==> config.mk <==
export PLATFORM = sky130hd
export DESIGN_NAME = bxd_accum
export DESIGN_NICKNAME = d
export VERILOG_FILES = /design/src/rtl/bxd_pkg.sv /design/src/rtl/bxd_accum.sv
export SDC_FILE = /design/constraint.sdc
export NUM_CORES = 1
export LEC_CHECK = 0
export ABC_AREA = 1
export ABC_CLOCK_PERIOD_IN_PS = 2930
export BUFFER_PORTS_ARGS = -buffer_cell sky130_fd_sc_hd__buf_4
export CORE_UTILIZATION = 50
export DETAILED_ROUTE_END_ITERATION = 8
export GPL_ROUTABILITY_DRIVEN = 0
export PLACE_DENSITY = 0.8
export SETUP_SLACK_MARGIN = 0.2
export SYNTH_ARGS = -nofsm -noshare
export SYNTH_HDL_FRONTEND = slang
export SYNTH_SLANG_ARGS = --single-unit
==> constraint.sdc <==
create_clock -name clk_i -period 2.93 [get_ports clk_i]
set_input_delay 0.586 -clock clk_i [delete_from_list [all_inputs] [get_ports clk_i]]
set_output_delay 0.586 -clock clk_i [all_outputs]
set_load 0.02 [all_outputs]
==> src/rtl/bxd_pkg.sv <==
`timescale 1ns / 1ps
// ----------------------------------------------------------------------------
// bxd_pkg
// Shared constants and types of the box average downscaler.
// ----------------------------------------------------------------------------
package bxd_pkg;

  localparam int SCALE_FACTOR   = 2;
  localparam int MAX_ROW_PIXELS = 2048;
  localparam int STORE_DEPTH    = MAX_ROW_PIXELS / 2;
  localparam int BLOCK_AREA     = SCALE_FACTOR * SCALE_FACTOR;

  localparam int PIX_W   = 8;
  localparam int WIDTH_W = 12;
  localparam int COL_W   = $clog2(MAX_ROW_PIXELS);
  localparam int CMP_W   = 14;
  localparam int SUB_W   = (SCALE_FACTOR > 1) ? $clog2(SCALE_FACTOR) : 1;
  localparam int ADDR_W  = $clog2(STORE_DEPTH);
  localparam int HSUM_W  = 11;
  localparam int VSUM_W  = 14;
  localparam int PHASE_W = 3;

  localparam logic [WIDTH_W-1:0] WIDTH_RESET = 12'd1920;

  // One closed block of a row, on its way to the column-sum stage.
  typedef struct packed {
    logic [HSUM_W-1:0] hsum;
    logic [ADDR_W-1:0] addr;
    logic              use_store;
    logic              store_ok;
    logic              band_last;
    logic              row_end;
  } bxd_blk_t;

  // Read request to the column-sum memory.
  typedef struct packed {
    logic              en;
    logic [ADDR_W-1:0] addr;
  } bxd_rd_t;

  // Write request to the column-sum memory.
  typedef struct packed {
    logic              en;
    logic [ADDR_W-1:0] addr;
    logic [VSUM_W-1:0] data;
  } bxd_wr_t;

endpackage

==> src/rtl/bxd_accum.sv <==
`timescale 1ns / 1ps
// ----------------------------------------------------------------------------
// bxd_accum
// Adds the stored column sum to a closed block, writes it back or emits
// the block average through the output register.
// ----------------------------------------------------------------------------
module bxd_accum
  import bxd_pkg::*;
(
  input  logic              clk_i,
  input  logic              rst_ni,
  input  logic              blk_valid_i,
  input  bxd_blk_t          blk_i,
  input  bxd_rd_t           rd_i,
  input  logic [VSUM_W-1:0] rdata_i,
  output bxd_wr_t           wr_o,
  output logic              advance_o,
  output logic              out_valid_o,
  input  logic              out_stall_i,
  output logic [PIX_W-1:0]  pixel_out_o,
  output logic              row_last_o
);

  logic              p1_valid_q;
  bxd_blk_t          p1_q;
  logic              fwd_q;
  logic [VSUM_W-1:0] fwd_data_q;
  logic              out_valid_q;
  logic [PIX_W-1:0]  pixel_q;
  logic              row_last_q;
  logic [VSUM_W-1:0] stored;
  logic [VSUM_W-1:0] vsum;
  logic              emit;

  always_comb begin
    // A write in the same cycle as the read of that entry is not seen by
    // the memory's read port, so its data is taken from the bypass.
    stored = fwd_q ? fwd_data_q : rdata_i;
    vsum   = VSUM_W'(p1_q.hsum) + (p1_q.use_store ? stored : '0);
    emit   = p1_valid_q && p1_q.band_last;

    advance_o = !(emit && out_valid_q && out_stall_i);

    wr_o.en   = p1_valid_q && !p1_q.band_last && p1_q.store_ok;
    wr_o.addr = p1_q.addr;
    wr_o.data = vsum;
  end

  always_ff @(posedge clk_i or negedge rst_ni) begin
    if (!rst_ni) begin
      p1_valid_q  <= 1'b0;
      fwd_q       <= 1'b0;
      out_valid_q <= 1'b0;
    end else begin
      if (advance_o) begin
        p1_valid_q <= blk_valid_i;
      end
      if (advance_o && rd_i.en) begin
        fwd_q <= wr_o.en && (wr_o.addr == rd_i.addr);
      end
      if (emit && advance_o) begin
        out_valid_q <= 1'b1;
      end else if (out_valid_q && !out_stall_i) begin
        out_valid_q <= 1'b0;
      end
    end
  end

  always_ff @(posedge clk_i) begin
    if (advance_o) begin
      p1_q <= blk_i;
    end
    if (advance_o && rd_i.en) begin
      fwd_data_q <= wr_o.data;
    end
    if (emit && advance_o) begin
      pixel_q    <= PIX_W'(vsum / BLOCK_AREA);
      row_last_q <= p1_q.row_end;
    end
  end

  assign out_valid_o = out_valid_q;
  assign pixel_out_o = pixel_q;
  assign row_last_o  = row_last_q;

endmodule

Yosys cells after proc, flatten, opt, wreduce, memory -nomap -nowiden
Cells that the tools add are included.
{"block": "word_totals", "elab_cells": 31, "register_bits": 51}
{"block": "op_classes", "n_eq_ne": 1, "mux": 4, "n_reduce_logical": 13, "addsub": 1}
{"operator": "$mux 14", "count": 2}
{"operator": "$add 11x14->14", "count": 1}
{"operator": "$eq 10x10->1", "count": 1}
{"operator": "$logic_and 1x1->1", "count": 9}
{"operator": "$logic_not 1->1", "count": 3}
{"operator": "$mux 1", "count": 2}
{"operator": "$reduce_bool 2->1", "count": 1}

Depth between registers and ports, before layout
{"block": "depth", "word_depth": 6, "mapped_depth": 15, "mapped_depth_nobuf": 14}

Worst setup path after synthesis
No wires, ideal clock.
{"block": "synth_timing", "kind": "flip-flop to output port", "start": "reg fwd_q", "end": "out wr_o[6] in the netlist's numbering", "path_stages_with_launch": 12, "n_path_buf": 1, "setup_slack_ns": 0.052, "arrival_time_ns": 2.292, "required_time_ns": 2.344, "cell_sequence": "dfrtp_1 > inv_2 > clkbuf_1 > nor2_1 > nor2_1 > ha_1 > inv_1 > fa_1 > o21ai_2 > nand2_1 > nand2_1 > xor2_1"}
{"item": "start: declaration", "line": "bxd_accum.sv:26", "text": "logic fwd_q;"}
{"item": "start signal: assignment", "line": "bxd_accum.sv:59", "text": "fwd_q <= wr_o.en && (wr_o.addr == rd_i.addr);"}
{"item": "end: declaration", "line": "bxd_accum.sv:16", "text": "output bxd_wr_t wr_o,"}

==> flow_summary_export.csv <==
group,metric,value,unit
routing,wirelength,7.41,mm
synth,synth_area,2600,um2
worst_setup_path,start_kind,"register",
die,std_cell_rows,25,
routing,firstDrtPassIters,5,
place,placed_cell_area,3350,um2
die,ios,90,
global_routing,gr-total-overflow,0,
final_layout,diodes,0,
die,fp.dieH,74.2,um
pwr,leakage,1.80,nW
global_routing,antenna_found_initial,0,
status,status,"finished, violations left",
worst_setup_path,worst_ep_arrival_time,2.54,ns
place,place_ws,-0.00720,ns
clock_network,clockBufferDepth,2,
synth,synth_cells,250,
timing,worstMarginPinSlew,0.707,ns
clock_network,root_buffer,"clkbuf_8",
global_routing,grt_max_degree,19,
routing,avgRoutedWirePerCell,17.0,um
synth,ys_seq_elements,51,
synth,synth_area_per_cell,10.4,um2
synth,syn_nets,316,
clock_network,clock-sinks,51,
worst_setup_path,crit_fanout,7,
synth,synthFlopType,"edfxtp_1",
synth,async_flop_share,5.88,%
synth,synth_edf_count,48,
global_routing,grt_usage,24.6,%
routing,num_vias,2279,
place,io_buffers,89,
timing,drv_slew,0,
timing,fmax,320,MHz
timing,hold_violations,0,
timing,finalSetupViolCount,10,
final_layout,fin_nets,433,
synth,synth_area_leaders,"edfxtp_1, nand2_1, nor2_1, ha_1, xnor2_1",
pwr,power.density,485,nW/um2
routing,viasPerCell,5.24,
routing,drc,0,
final_layout,layout-drive-gt1-share,56.3,%
pwr,vdd_drop_max,0.000382,V
synth,synth.distinct_cells,30,
timing,finalCritPeriodShare,107,%
synth,yosysTopAreaCell,"edfxtp_1",
clock_network,htreeDepth,2,
routing,antenna_left,0,
synth,synth.top_cell.area_share,55.3,%
die,coreArea,4880,um2
global_routing,grt_pass1_vias,2213,
worst_setup_path,regToRegStartpoint,"fwd_q",
worst_setup_path,worstPathRequired,2.34,ns
run,maxCapViolations,0,
worst_setup_path,regToRegSetupSlack,0.38,ns
timing,whs,0.0425,ns
timing,relSlewSlack,52.8,%
worst_hold_path,holdCritPathClass,"input pin to async pin",
clock_network,cts_tree,"built",
clock_network,insertion_delay,0.31,ns
global_routing,grt_pass1_wl,9.79,mm
status,violations,"setup timing",
clock_network,cts_buffers,5,
worst_setup_path,worstRegToRegCells,13,
synth,ys_seq_area_share,58.2,%
timing,min_period,3.12,ns
timing,setup_slack,-0.194,ns
final_layout,synthToLayoutAreaGrowth,54.5,%
final_layout,fillCellCount,274,
worst_setup_path,path_class,"register to primary output",
final_layout,seq_area,1520,um2
timing,rsz0062_at_grt,"yes",
die,dieArea,5500,um2
place,hpwlAfterDp,4.48,mm
die,fp.dieW,74.2,um
clock_network,cts.clk_slew.worst_paths,0.09,ns
timing,skew,0.00907,ns
final_layout,design_area,4030,um2
final_layout,multi_input_area,1280,um2
synth,yosysWarningCount,0,
routing,drt_iter0_drc,155,
worst_setup_path,r2r_end,"pixel_out_o[7]",
die,initial_core_util,53.4,%
worst_setup_path,worstSetupEndpointType,"primary output",
final cells by class:
cell class	count	area share, %
Tap cell	67	2.08
Multi-Input combinational cell	166	31.8
Clock inverter	2	0.187
Clock buffer	6	1.80
Timing Repair Buffer	123	24.5
Sequential cell	51	37.7
Inverter	20	1.93
how the worst max path moves through the flow:
stage	cells after the start	endpoint	slack, ns	from
after floorplan	13	wr_o[10]	0.22	fwd_q
after global placement	13	wr_o[12]	0.03	rdata_i[1]
after detailed placement	13	wr_o[12]	-0.007	rdata_i[1]
after CTS	14	wr_o[10]	-0.008	fwd_q
after global routing	11	wr_o[10]	-0.29	fwd_q
final	12	wr_o[10]	-0.19	fwd_q
per-layer routing:
layer | up-vias | track usage (%) | routed length [um]
li1 | 1055 | - | -
met1 | 1091 | 29.0 | 2880
met2 | 116 | 45.9 | 3880
met3 | 17 | 4.20 | 460
met4 | 0 | 7.26 | 193
met5 | - | 0 | 0
where the power goes:
| group | leakage, nW | switching (mW) | internal, mW |
|---|---|---|---|
| Clock | 0.0403 | 0.230 | 0.164 |
| Sequential | 0.520 | 0.0283 | 0.885 |
| Combinational | 1.24 | 0.339 | 0.305 |
through the flow:
| step | utilization [%] | TNS, ns | instances | total power, mW |
|---|---|---|---|---|
| detailed placement | 68.7 | -0.00720 | 402 | 1.38 |
| global route | 82.5 | -2.34 | 435 | 2.01 |
| global placement | 68.7 | 0 | 402 | 1.36 |
| CTS | 75.3 | -0.00915 | 421 | 1.84 |
| floorplan | - | 0 | 250 | 1.19 |
| finish | 82.5 | -1.45 | 435 | 1.95 |
flip-flops by register name, indices dropped and copies added (netlist names):
| name | flops |
|---|---|
| out_valid_o | 1 |
| pixel_out_o | 8 |
| fwd_q | 1 |
| row_last_o | 1 |
| p1_valid_q | 1 |
| fwd_data_q | 14 |
| p1_q | 15 |
| wr_o | 10 |
cell families after synthesis:
| kind of cell | count (synthesis) | share of synthesized area [%] |
|---|---|---|
| AO/OA/AOI/OAI | 22 | 4.76 |
| XOR/XNOR | 18 | 6.05 |
| adder cells (fa/ha/maj) | 12 | 6.05 |
| buffers and inverters | 33 | 6.20 |
| flip-flops | 51 | 58.2 |
| AND/OR/NAND/NOR | 114 | 18.7 |
Yosys cell counts (2+ instances only):
master,count
nand4_1,3
xnor2_1,11
nand3_1,6
nor2_1,40
nand2_1,51
a21oi_1,5
inv_1,19
o21ai_0,11
ha_1,11
nand3b_1,2
buf_4,10
dfrtp_1,3
xor2_1,7
nand2_2,4
o21ai_2,2
edfxtp_1,48
clkbuf_1,3
nor3_1,2
placed cells by master (no fill, tap or decap), types with 4 or more instances in the layout:
cell	instances
ha_1	6
inv_1	16
buf_6	17
xor2_2	5
edfxtp_1	48
clkbuf_8	5
o21ai_2	9
nand2_1	30
nand2_2	21
a21oi_2	4
xnor2_1	10
nor2_1	29
ha_4	4
nor2_2	10
nand2_4	4
buf_4	106
critical path: stages, from the launching register on:
cell     delay (ns)
dfrtp_2        0.48
buf_4          0.16
buf_4          0.16
o21ai_1        0.15
nor2_1         0.09
ha_4           0.25
a21oi_1        0.28
inv_1          0.11
a31oi_2        0.20
nand2_2        0.09
nand2_2        0.07
nand2_2        0.06
buf_6          0.13
repair_timing:
item	4_1_cts	5_1_grt
pin swaps	13	43
buffers inserted	11	14
setup endpoints to repair	12	12
resized for setup	36	73
hold buffers	0	0
Note: power is estimated with default switching activity, not from simulation.
