## src/rtl/bxd_pkg.sv

```systemverilog
`timescale 1ns / 1ps
// ----------------------------------------------------------------------------
// bxd_pkg
// Shared constants and types of the box average downscaler.
// ----------------------------------------------------------------------------
package bxd_pkg;

  localparam int SCALE_FACTOR   = 2;
  localparam int MAX_ROW_PIXELS = 2048;
  localparam int STORE_DEPTH    = MAX_ROW_PIXELS / 2;
  localparam int BLOCK_AREA     = SCALE_FACTOR * SCALE_FACTOR;

  localparam int PIX_W   = 8;
  localparam int WIDTH_W = 12;
  localparam int COL_W   = $clog2(MAX_ROW_PIXELS);
  localparam int CMP_W   = 14;
  localparam int SUB_W   = (SCALE_FACTOR > 1) ? $clog2(SCALE_FACTOR) : 1;
  localparam int ADDR_W  = $clog2(STORE_DEPTH);
  localparam int HSUM_W  = 11;
  localparam int VSUM_W  = 14;
  localparam int PHASE_W = 3;

  localparam logic [WIDTH_W-1:0] WIDTH_RESET = 12'd1920;

  // One closed block of a row, on its way to the column-sum stage.
  typedef struct packed {
    logic [HSUM_W-1:0] hsum;
    logic [ADDR_W-1:0] addr;
    logic              use_store;
    logic              store_ok;
    logic              band_last;
    logic              row_end;
  } bxd_blk_t;

  // Read request to the column-sum memory.
  typedef struct packed {
    logic              en;
    logic [ADDR_W-1:0] addr;
  } bxd_rd_t;

  // Write request to the column-sum memory.
  typedef struct packed {
    logic              en;
    logic [ADDR_W-1:0] addr;
    logic [VSUM_W-1:0] data;
  } bxd_wr_t;

endpackage

```

## src/rtl/bxd_ctrl.sv

```systemverilog
`timescale 1ns / 1ps
// ----------------------------------------------------------------------------
// bxd_ctrl
// Raster position counters, horizontal block sum and width register.
// ----------------------------------------------------------------------------
module bxd_ctrl
  import bxd_pkg::*;
(
  input  logic               clk_i,
  input  logic               rst_ni,
  input  logic               cfg_wr_en_i,
  input  logic [WIDTH_W-1:0] cfg_wr_data_i,
  input  logic               accept_i,
  input  logic [PIX_W-1:0]   pixel_in_i,
  input  logic               frame_start_i,
  output logic               blk_valid_o,
  output bxd_blk_t           blk_o,
  output bxd_rd_t            rd_o
);

  logic [WIDTH_W-1:0] width_q;
  logic [COL_W-1:0]   col_q, col_d, col_c;
  logic [SUB_W-1:0]   sub_q, sub_d, sub_c;
  logic [COL_W-1:0]   blk_q, blk_d, blk_c;
  logic [HSUM_W-1:0]  hsum_q, hsum_d, hsum_c;
  logic [PHASE_W-1:0] phase_q, phase_d, phase_c;
  logic [CMP_W-1:0]   col_p1;
  logic               row_end, sub_last, block_end, band_last, store_ok;

  always_comb begin
    // A frame start restarts the counters before this pixel is taken.
    col_c   = frame_start_i ? '0 : col_q;
    sub_c   = frame_start_i ? '0 : sub_q;
    blk_c   = frame_start_i ? '0 : blk_q;
    phase_c = frame_start_i ? '0 : phase_q;

    col_p1    = CMP_W'(col_c) + CMP_W'(1);
    row_end   = (col_p1 >= CMP_W'(width_q)) || (col_p1 >= CMP_W'(MAX_ROW_PIXELS));
    sub_last  = (sub_c == SUB_W'(SCALE_FACTOR - 1));
    block_end = sub_last || row_end;
    band_last = (phase_c >= PHASE_W'(SCALE_FACTOR - 1));
    store_ok  = ({1'b0, blk_c} < (COL_W + 1)'(STORE_DEPTH));

    hsum_c = (sub_c == '0) ? HSUM_W'(pixel_in_i)
                           : hsum_q + HSUM_W'(pixel_in_i);

    hsum_d = block_end ? '0 : hsum_c;
    if (row_end) begin
      col_d   = '0;
      sub_d   = '0;
      blk_d   = '0;
      phase_d = band_last ? '0 : phase_c + PHASE_W'(1);
    end else begin
      col_d   = col_c + COL_W'(1);
      sub_d   = sub_last ? '0 : sub_c + SUB_W'(1);
      blk_d   = sub_last ? blk_c + COL_W'(1) : blk_c;
      phase_d = phase_c;
    end

    blk_valid_o         = accept_i && block_end;
    blk_o.hsum          = hsum_c;
    blk_o.addr          = blk_c[ADDR_W-1:0];
    blk_o.store_ok      = store_ok;
    blk_o.use_store     = store_ok && (phase_c != '0);
    blk_o.band_last     = band_last;
    blk_o.row_end       = row_end;

    rd_o.en   = blk_valid_o && blk_o.use_store;
    rd_o.addr = blk_c[ADDR_W-1:0];
  end

  always_ff @(posedge clk_i or negedge rst_ni) begin
    if (!rst_ni) begin
      width_q <= WIDTH_RESET;
      col_q   <= '0;
      sub_q   <= '0;
      blk_q   <= '0;
      hsum_q  <= '0;
      phase_q <= '0;
    end else begin
      if (cfg_wr_en_i) begin
        width_q <= cfg_wr_data_i;
      end
      if (accept_i) begin
        col_q   <= col_d;
        sub_q   <= sub_d;
        blk_q   <= blk_d;
        hsum_q  <= hsum_d;
        phase_q <= phase_d;
      end
    end
  end

endmodule

```

## config.mk

```make
export PLATFORM = sky130hd
export DESIGN_NAME = bxd_ctrl
export DESIGN_NICKNAME = d
export VERILOG_FILES = /design/src/rtl/bxd_pkg.sv /design/src/rtl/bxd_ctrl.sv
export SDC_FILE = /design/constraint.sdc
export NUM_CORES = 1
export LEC_CHECK = 0
export BUFFER_PORTS_ARGS = -buffer_cell sky130_fd_sc_hd__buf_2
export CAP_MARGIN = 25
export CORE_ASPECT_RATIO = 1.2
export CORE_MARGIN = 2
export CORE_UTILIZATION = 51
export DETAILED_ROUTE_END_ITERATION = 7
export PLACE_DENSITY_LB_ADDON = 0.12
export SLEW_MARGIN = 15
export SYNTH_ARGS = -nofsm -noshare
export SYNTH_HDL_FRONTEND = slang
export SYNTH_SLANG_ARGS = --single-unit
```

## constraint.sdc

```tcl
create_clock -name clk_i -period 6.7 [get_ports clk_i]
set_input_delay 2.01 -clock clk_i [delete_from_list [all_inputs] [get_ports clk_i]]
set_output_delay 2.01 -clock clk_i [all_outputs]
set_load 0.1 [all_outputs]
```

Yosys cells after proc, flatten, opt, wreduce, memory -nomap -nowiden
Cells that the tools add are included.
{"block": "classes", "add_sub_neg": 6, "magnitude_cmp": 4, "muxes": 13, "reduce_logical": 6}
{"cell": "$mux W11", "count": 7}
{"cell": "$add A11 B1 Y11 const B", "count": 2}
{"cell": "$add A11 B1 Y12 const B", "count": 1}
{"cell": "$ge A12 B12 Y1", "count": 1}
{"cell": "$ge A12 B12 Y1 const B", "count": 1}
{"cell": "$add A11 B8 Y11", "count": 1}
{"cell": "$lt A11 B11 Y1 const B", "count": 1}
{"cell": "$mux W3", "count": 3}
{"cell": "$add A3 B1 Y3 const B", "count": 1}
{"cell": "$ge A3 B1 Y1 const B", "count": 1}
{"cell": "$logic_and A1 B1 Y1", "count": 3}
{"cell": "$mux W1", "count": 3}
{"cell": "$reduce_bool A3 Y1", "count": 1}
{"cell": "$logic_or A1 B1 Y1", "count": 2}
{"cell": "$add A1 B1 Y1 const B", "count": 1}
{"block": "totals", "reg_bits": 49, "input_bits": 25, "output_inout_bits": 37, "word_cells": 35}

Longest topological paths before layout
Gate-level depths: netlist of run 1.
{"block": "logic_depth", "depth_word": 7, "ltp_mapped": 18, "depth_no_buf": 15}

Worst setup path after synthesis of run 1
Ideal clock, no wire load.
{"block": "synth_timing", "path_type": "input -> output", "startpoint": "input port frame_start_i", "endpoint": "output port rd_o[10] (netlist bit)", "arrival_ns": 5.841, "required_time_ns": 4.690, "path_slack_ns": -1.151, "stages": 3, "n_path_buf": 1, "path_cell_list": "clkbuf_1 nor3_1 nor2b_1"}
{"element": "start, declared", "line_no": "bxd_ctrl.sv:15", "rtl": "input logic frame_start_i,"}
{"element": "end, declared", "line_no": "bxd_ctrl.sv:18", "rtl": "output bxd_rd_t rd_o"}

==> results of run 1 <==
-- flip-flops by register name, indices dropped and copies added (netlist names) --
register  cells
width_q      12
phase_q       3
sub_q         1
hsum_q       11
col_q        11
blk_q        11
-- cells in the mapped netlist, types with 3 or more instances --
cell type / n / area share [%]
a211oi_1: 6 / 1.4
a21o_1: 6 / 1.4
a21oi_1: 13 / 2.0
a22o_1: 6 / 1.6
a31oi_1: 3 / 0.57
and2_1: 4 / 0.76
and3_1: 5 / 0.95
buf_4: 15 / 3.4
clkbuf_1: 13 / 1.5
dfrtp_1: 45 / 34
dfstp_2: 4 / 3.2
ha_1: 22 / 8.4
inv_1: 16 / 1.8
nand2_1: 48 / 5.5
nand3_1: 12 / 1.8
nand4_1: 5 / 0.95
nor2_1: 22 / 2.5
nor2b_1: 16 / 3.1
nor3_1: 4 / 0.61
o21ai_0: 28 / 4.3
o21ai_1: 3 / 0.46
o2bb2ai_1: 19 / 5.1
o31ai_1: 4 / 0.92
or4_1: 3 / 0.69
xnor2_1: 9 / 2.4
xor2_1: 4 / 1.1
-- worst paths after layout --
| check | from | end | slack (ns) |
|---|---|---|---|
| setup / recovery | frame_start_i | rd_o[10] | 0.22 |
| hold / removal | hsum_q[0] | hsum_q[0] | 0.50 |
| setup reg to reg | col_q[1] | blk_q[9] | 3.52 |
| hold reg to reg | hsum_q[0] | hsum_q[0] | 0.50 |
| max in group asynchronous | rst_ni | col_q[3] | 4.46 |
| min in group asynchronous | rst_ni | hsum_q[5] | 1.80 |
-- routing by layer --
metal / vias to the layer above / track usage [%] / share of wire (%)
li1: 1385 / - / -
met1: 1277 / 27.1 / 47
met2: 56 / 34.3 / 48
met3: 6 / 2.95 / 3.5
met4: 0 / 6.70 / 1.2
met5: - / 0 / 0
-- layout make-up --
type	instances	area [um2]	share of cell area, %
Clock buffer	8	80.1	2.14
Inverter	18	67.6	1.81
Multi-Input combinational cell	269	1820	48.8
Sequential cell	49	1230	33.0
Tap cell	85	106	2.85
Timing Repair Buffer	71	425	11.4
-- cell families after synthesis --
logic type	count (synthesis)	synth area share, %
flops	49	37.6
xor+xnor	13	3.48
mux	3	0.993
fa+ha+maj	23	9.01
buf+inv	49	7.64
simple gates	130	19.8
compound gates	100	21.5
-- power by group through the flow --
stage | clock [mW] | combinational [mW] | sequential, mW
floorplan | 0 | 0.179 | 0.328
global placement | 0 | 0.223 | 0.331
detailed placement | 0 | 0.225 | 0.331
CTS | 0.172 | 0.226 | 0.326
global route | 0.185 | 0.243 | 0.328
finish | 0.166 | 0.224 | 0.326
==> summary.md, run 1 <==
| Metric | Value |
|---|---|
| Clock Skew | `0.00422 ns` |
| Critical Path Sink Type | `output pin` |
| Sw Ratio | `37.2%` |
| Placed Cells | `492` |
| Synth-to-Final Area Change | `14.0%` |
| Net Count, Synth | `415` |
| Hold WS | `0.499 ns` |
| DR vias | `2724` |
| WL final | `7020 um` |
| Synth Flop Type | `dfrtp_1` |
| Nets | `462` |
| Ys async rst share | `100%` |
| Initial Utilization | `51.8%` |
| Clk sinks | `49` |
| Final Util | `59.0%` |
| Largest net degree at the start of global routing | `50` |
| CP Depth | `15` |
| Mapped Cells | `367` |
| Power per cell area | `192 mW/mm2` |
| Ports | `62` |
| Cell variety after synth | `52` |
| Synth Area per Inst | `8.93 um2` |
| Critical Path Fanout Max | `4` |
| DR iter-0 viols | `149` |
| Post-synth EDFFs | `0` |
| Placed Area | `0.00364 mm2` |
| Tcrit/Tclk final | `96.8%` |
| Core Area | `0.00633 mm2` |
| Net Sw Power | `0.266 mW` |
| Least-Margin Pin Slew | `0.635 ns` |
| Buf/Inv on CP | `3` |
| Internal | `0.450 mW` |
| Die ar. | `0.00708 mm2` |
| Residual DRC count | `0` |
| Pleak | `1.81 nW` |
| Hold Crit Class | `flip-flop to flip-flop` |
| CP max-delay cell | `or4_1` |
| Final Hold Viols | `0` |
| Via density | `5.45` |
| Worst vdd ir | `0.101 mV` |
| Port Buffers | `61` |
| Clock share of power | `23.2%` |
| Initial antenna violation count | `0` |
| Vias in the first global route | `2525` |
| Max Slew Vio Count | `0` |
| Clock-pin transition on the worst setup and hold timing paths | `0.08 ns` |
| Fillers | `594` |
| Worst Hold Depth | `1` |
| Pre-CTS setup slack | `0.0380 ns` |
| DPL Wire Length | `5090 um` |
| Crit path max-delay family | `simple AND/OR/NAND/NOR gates` |
| Overall Power | `0.716 mW` |
| Crit path launch type | `primary input` |
| Combinational power share | `31.3%` |
| Total GRT Usage | `20.4%` |
| Slew margin rel. | `57.6%` |
| First-pass GRT wire length | `11800 um` |
| Yosys warns | `0` |
| CTS tree | `built` |
| Non-filler instance count after layout | `500` |
| Critical path required time | `4.69 ns` |
| CP max stage delay | `0.48 ns` |
| Crit path cell chain | `buf_2 -> nor2b_2 -> ha_1 -> nand3_2 -> or4_1 -> nand2_1 -> ha_1 -> nand2_1 -> o21ai_0 -> a41oi_2 -> o21a_4 -> inv_2 -> o21ai_2 -> nor2b_2 -> buf_12` |
| PnR worst setup slack | `0.217 ns` |
| R2R cell count | `14` |
| Post-CTS setup buffers | `0` |
| Max Fclk | `154 MHz` |
| First-pass iteration count of the detailed router | `4` |
| Post-route ant nets | `0` |
| Max Cap Viol | `0` |
| Placer congestion estimate | `0.910` |
| Period minus WS final | `6.48 ns` |
| Arr. time, crit path | `4.47 ns` |
| Setup violators final | `0` |
| Post-synthesis sequential area ratio | `37.6%` |
| Rows | `32` |
| Cell area after layout | `0.00373 mm2` |
| Status | `finished clean` |
| Num CTS Buffers | `5` |
| Number of gates resized after cts | `0` |
| RSZ-0062 raised after global routing | `no` |
| Commonest non-fill, non-tap cell in the layout | `buf_2` |
| Routed len/inst | `14.0 um` |
| FF+latch count, synth | `49` |
| Diodes inserted | `0` |
| Overflow after GRT | `0` |
| Chip width | `77.2 um` |
| Setup tns final | `0 ns` |
| H-tree levels | `2` |
| Root Buffer Master | `clkbuf_8` |
| Deepest clock path buffer count | `2` |
| Reg power frac | `45.5%` |
| Most frequent cells in the layout | `58 x buf_2, 48 x nand2_1, 45 x dfrtp_1, 23 x o21ai_0, 22 x ha_1` |
| Hold buffers post-CTS | `0` |
| Mapped Area | `0.00328 mm2` |
| Share of layout cells above drive strength 1 | `24.1%` |
| Setup Crit Path Kind | `primary input to output pin` |
| DIE HEIGHT | `91.8 um` |
| Skew-Pair Late Insertion Delay | `0.29 ns` |
Power figures use the tool's default switching activity.
==> run 2: changes to the inputs <==
--- a/config.mk
+++ b/config.mk
@@ -11,6 +11,7 @@
 export CORE_MARGIN = 2
 export CORE_UTILIZATION = 51
 export DETAILED_ROUTE_END_ITERATION = 7
+export MAX_ROUTING_LAYER = met4
 export PLACE_DENSITY_LB_ADDON = 0.12
 export SLEW_MARGIN = 15
 export SYNTH_ARGS = -nofsm -noshare
==> summary.md, run 2 (same netlist as run 1, synthesis figures left out) <==
| Metric | Value |
|---|---|
| CTS tree | `built` |
| Vias in the first global route | `2527 (+0.079%)` |
| Placed Cells | `492 (unchanged)` |
| Slew margin rel. | `57.5% (-0.12 points)` |
| Largest register FFs | `12 (unchanged)` |
| Least-Margin Pin Slew | `0.637 ns (+0.00180 ns)` |
| Clk sinks | `49 (unchanged)` |
| WL final | `7060 um (+0.68%)` |
| Initial antenna violation count | `0 (unchanged)` |
| RSZ-0062 raised after global routing | `no` |
| Non-filler instance count after layout | `500 (unchanged)` |
| Ports | `62 (unchanged)` |
| First-pass GRT wire length | `11800 um (about the same)` |
| Status | `finished clean` |
| Max Cap Viol | `0 (unchanged)` |
| DR vias | `2714 (-0.37%)` |
| R2R cell count | `14 (unchanged)` |
| Largest net degree at the start of global routing | `50 (unchanged)` |
| Setup Crit Path Kind | `primary input to output pin` |
| Largest Register | `width_q` |
| Initial Utilization | `51.8% (unchanged)` |
| Port Buffers | `61 (unchanged)` |
| Via density | `5.43 (-0.37%)` |
| Crit path launch type | `primary input` |
| Root Buffer Master | `clkbuf_8` |
| Final Hold Viols | `0 (unchanged)` |
| Total GRT Usage | `21.0% (+0.57 points)` |
| DPL Wire Length | `5090 um (unchanged)` |
| Max Fclk | `154 MHz (about the same)` |
| Hold Crit Class | `flip-flop to flip-flop` |
| Tcrit/Tclk final | `96.8% (about the same)` |
| Share of layout cells above drive strength 1 | `24.1% (unchanged)` |
| Placed Area | `0.00364 mm2 (unchanged)` |
| Chip width | `77.2 um (unchanged)` |
| Worst vdd ir | `0.102 mV (+0.50%)` |
| Post-CTS setup buffers | `0 (unchanged)` |
| Most frequent cells in the layout | `58 x buf_2, 48 x nand2_1, 45 x dfrtp_1, 23 x o21ai_0, 22 x ha_1` |
| Power per cell area | `192 mW/mm2 (+0.23%)` |
| Clock Skew | `0.00813 ns (+0.00391 ns)` |
| Placer congestion estimate | `0.925 (+1.7%)` |
| Worst Hold Depth | `1 (unchanged)` |
| Critical Path Sink Type | `output pin` |
| Overflow after GRT | `0 (unchanged)` |
| Critical path required time | `4.69 ns (about the same)` |
| Die ar. | `0.00708 mm2 (unchanged)` |
| First-pass iteration count of the detailed router | `4 (unchanged)` |
| Rows | `32 (unchanged)` |
| Setup violators final | `0 (unchanged)` |
| DIE HEIGHT | `91.8 um (unchanged)` |
| Hold buffers post-CTS | `0 (unchanged)` |
| DR iter-0 viols | `180 (+21%)` |
| Max Slew Vio Count | `0 (unchanged)` |
| Synth-to-Final Area Change | `14.0% (unchanged)` |
| Nets | `462 (unchanged)` |
| Pleak | `1.81 nW (unchanged)` |
| Routed len/inst | `14.1 um (+0.68%)` |
| Residual DRC count | `0 (unchanged)` |
| Clock-pin transition on the worst setup and hold timing paths | `0.08 ns (about the same)` |
| H-tree levels | `2 (unchanged)` |
| Deepest clock path buffer count | `2 (unchanged)` |
| Setup tns final | `0 ns (unchanged)` |
| Critical Path Fanout Max | `4 (unchanged)` |
| Cell area after layout | `0.00373 mm2 (unchanged)` |
| Fillers | `594 (unchanged)` |
| Num CTS Buffers | `5 (unchanged)` |
| Period minus WS final | `6.48 ns (+0.00211 ns)` |
| Commonest non-fill, non-tap cell in the layout | `buf_2` |
| Diodes inserted | `0 (unchanged)` |
| Skew-Pair Late Insertion Delay | `0.30 ns (about the same)` |
| Post-route ant nets | `0 (unchanged)` |
| Core Area | `0.00633 mm2 (unchanged)` |
| Arr. time, crit path | `4.47 ns (about the same)` |
## run 2: cell counts in the layout (fill, tap and decap cells not counted)
No cell type changed its count.
## run 2: worst paths after layout
| path | start | to | slack [ns] |
|---|---|---|---|
| max | frame_start_i | rd_o[10] | 0.22 |
| min reg2reg | hsum_q[7] | hsum_q[7] | 0.50 |
| max reg2reg | col_q[1] | blk_q[9] | 3.52 |
| min | hsum_q[7] | hsum_q[7] | 0.50 |
| max in group asynchronous | rst_ni | col_q[9] | 4.46 |
| min in group asynchronous | rst_ni | hsum_q[5] | 1.80 |
## run 2: critical path, cell delays in order
cell	delay [ns]
buf_2	0.13
nor2b_2	0.13
ha_1	0.21
nand3_2	0.13
or4_1	0.48
nand2_1	0.10
ha_1	0.24
nand2_1	0.06
o21ai_0	0.09
a41oi_2	0.20
o21a_4	0.16
inv_2	0.06
o21ai_2	0.21
nor2b_2	0.09
buf_12	0.17
## run 2: timing repair
| item | 4_1_cts | 5_1_grt |
|---|---|---|
| hold endpoints to repair | 0 | 0 |
| setup endpoints to repair | 0 | 2 |
| resized for setup | 0 | 3 |
## run 2: metal layers
layer | vias up | GRT usage (%) | part of all wire (%)
li1 | 1384 | - | -
met1 | 1270 | 27.0 | 47
met2 | 54 | 34.4 | 48
met3 | 6 | 2.95 | 3.4
met4 | 0 | 6.70 | 1.2
met5 | - | - | 0
## run 2: report_power, final
part | total [mW] | switching, mW | internal (mW)
combinational | 0.225 | 0.163 | 0.0618
sequential | 0.326 | 0.0119 | 0.314
clock | 0.167 | 0.0929 | 0.0744
## run 2: area by class of cell
type                    instances  area, um2  area share, %
flip-flops and latches         49       1230           33.0
well taps                      85        106           2.85
multi-input cells             269       1820           48.8
clock buffers                   8       80.1           2.14
repair buffers                 71        425           11.4
inverters                      18       67.6           1.81
## run 2: stage by stage
step,hold WS (ns),setup WS (ns),power (mW),utilization (%)
6_report,0.498,0.215,0.718,59.0
5_1_grt,0.513,0.0285,0.756,59.0
4_1_cts,0.503,0.0397,0.723,58.8
3_5_place_dp,0.483,0.0380,0.556,57.6
3_3_place_gp,0.472,0.155,0.554,57.6
2_1_floorplan,0.455,-0.279,0.507,-
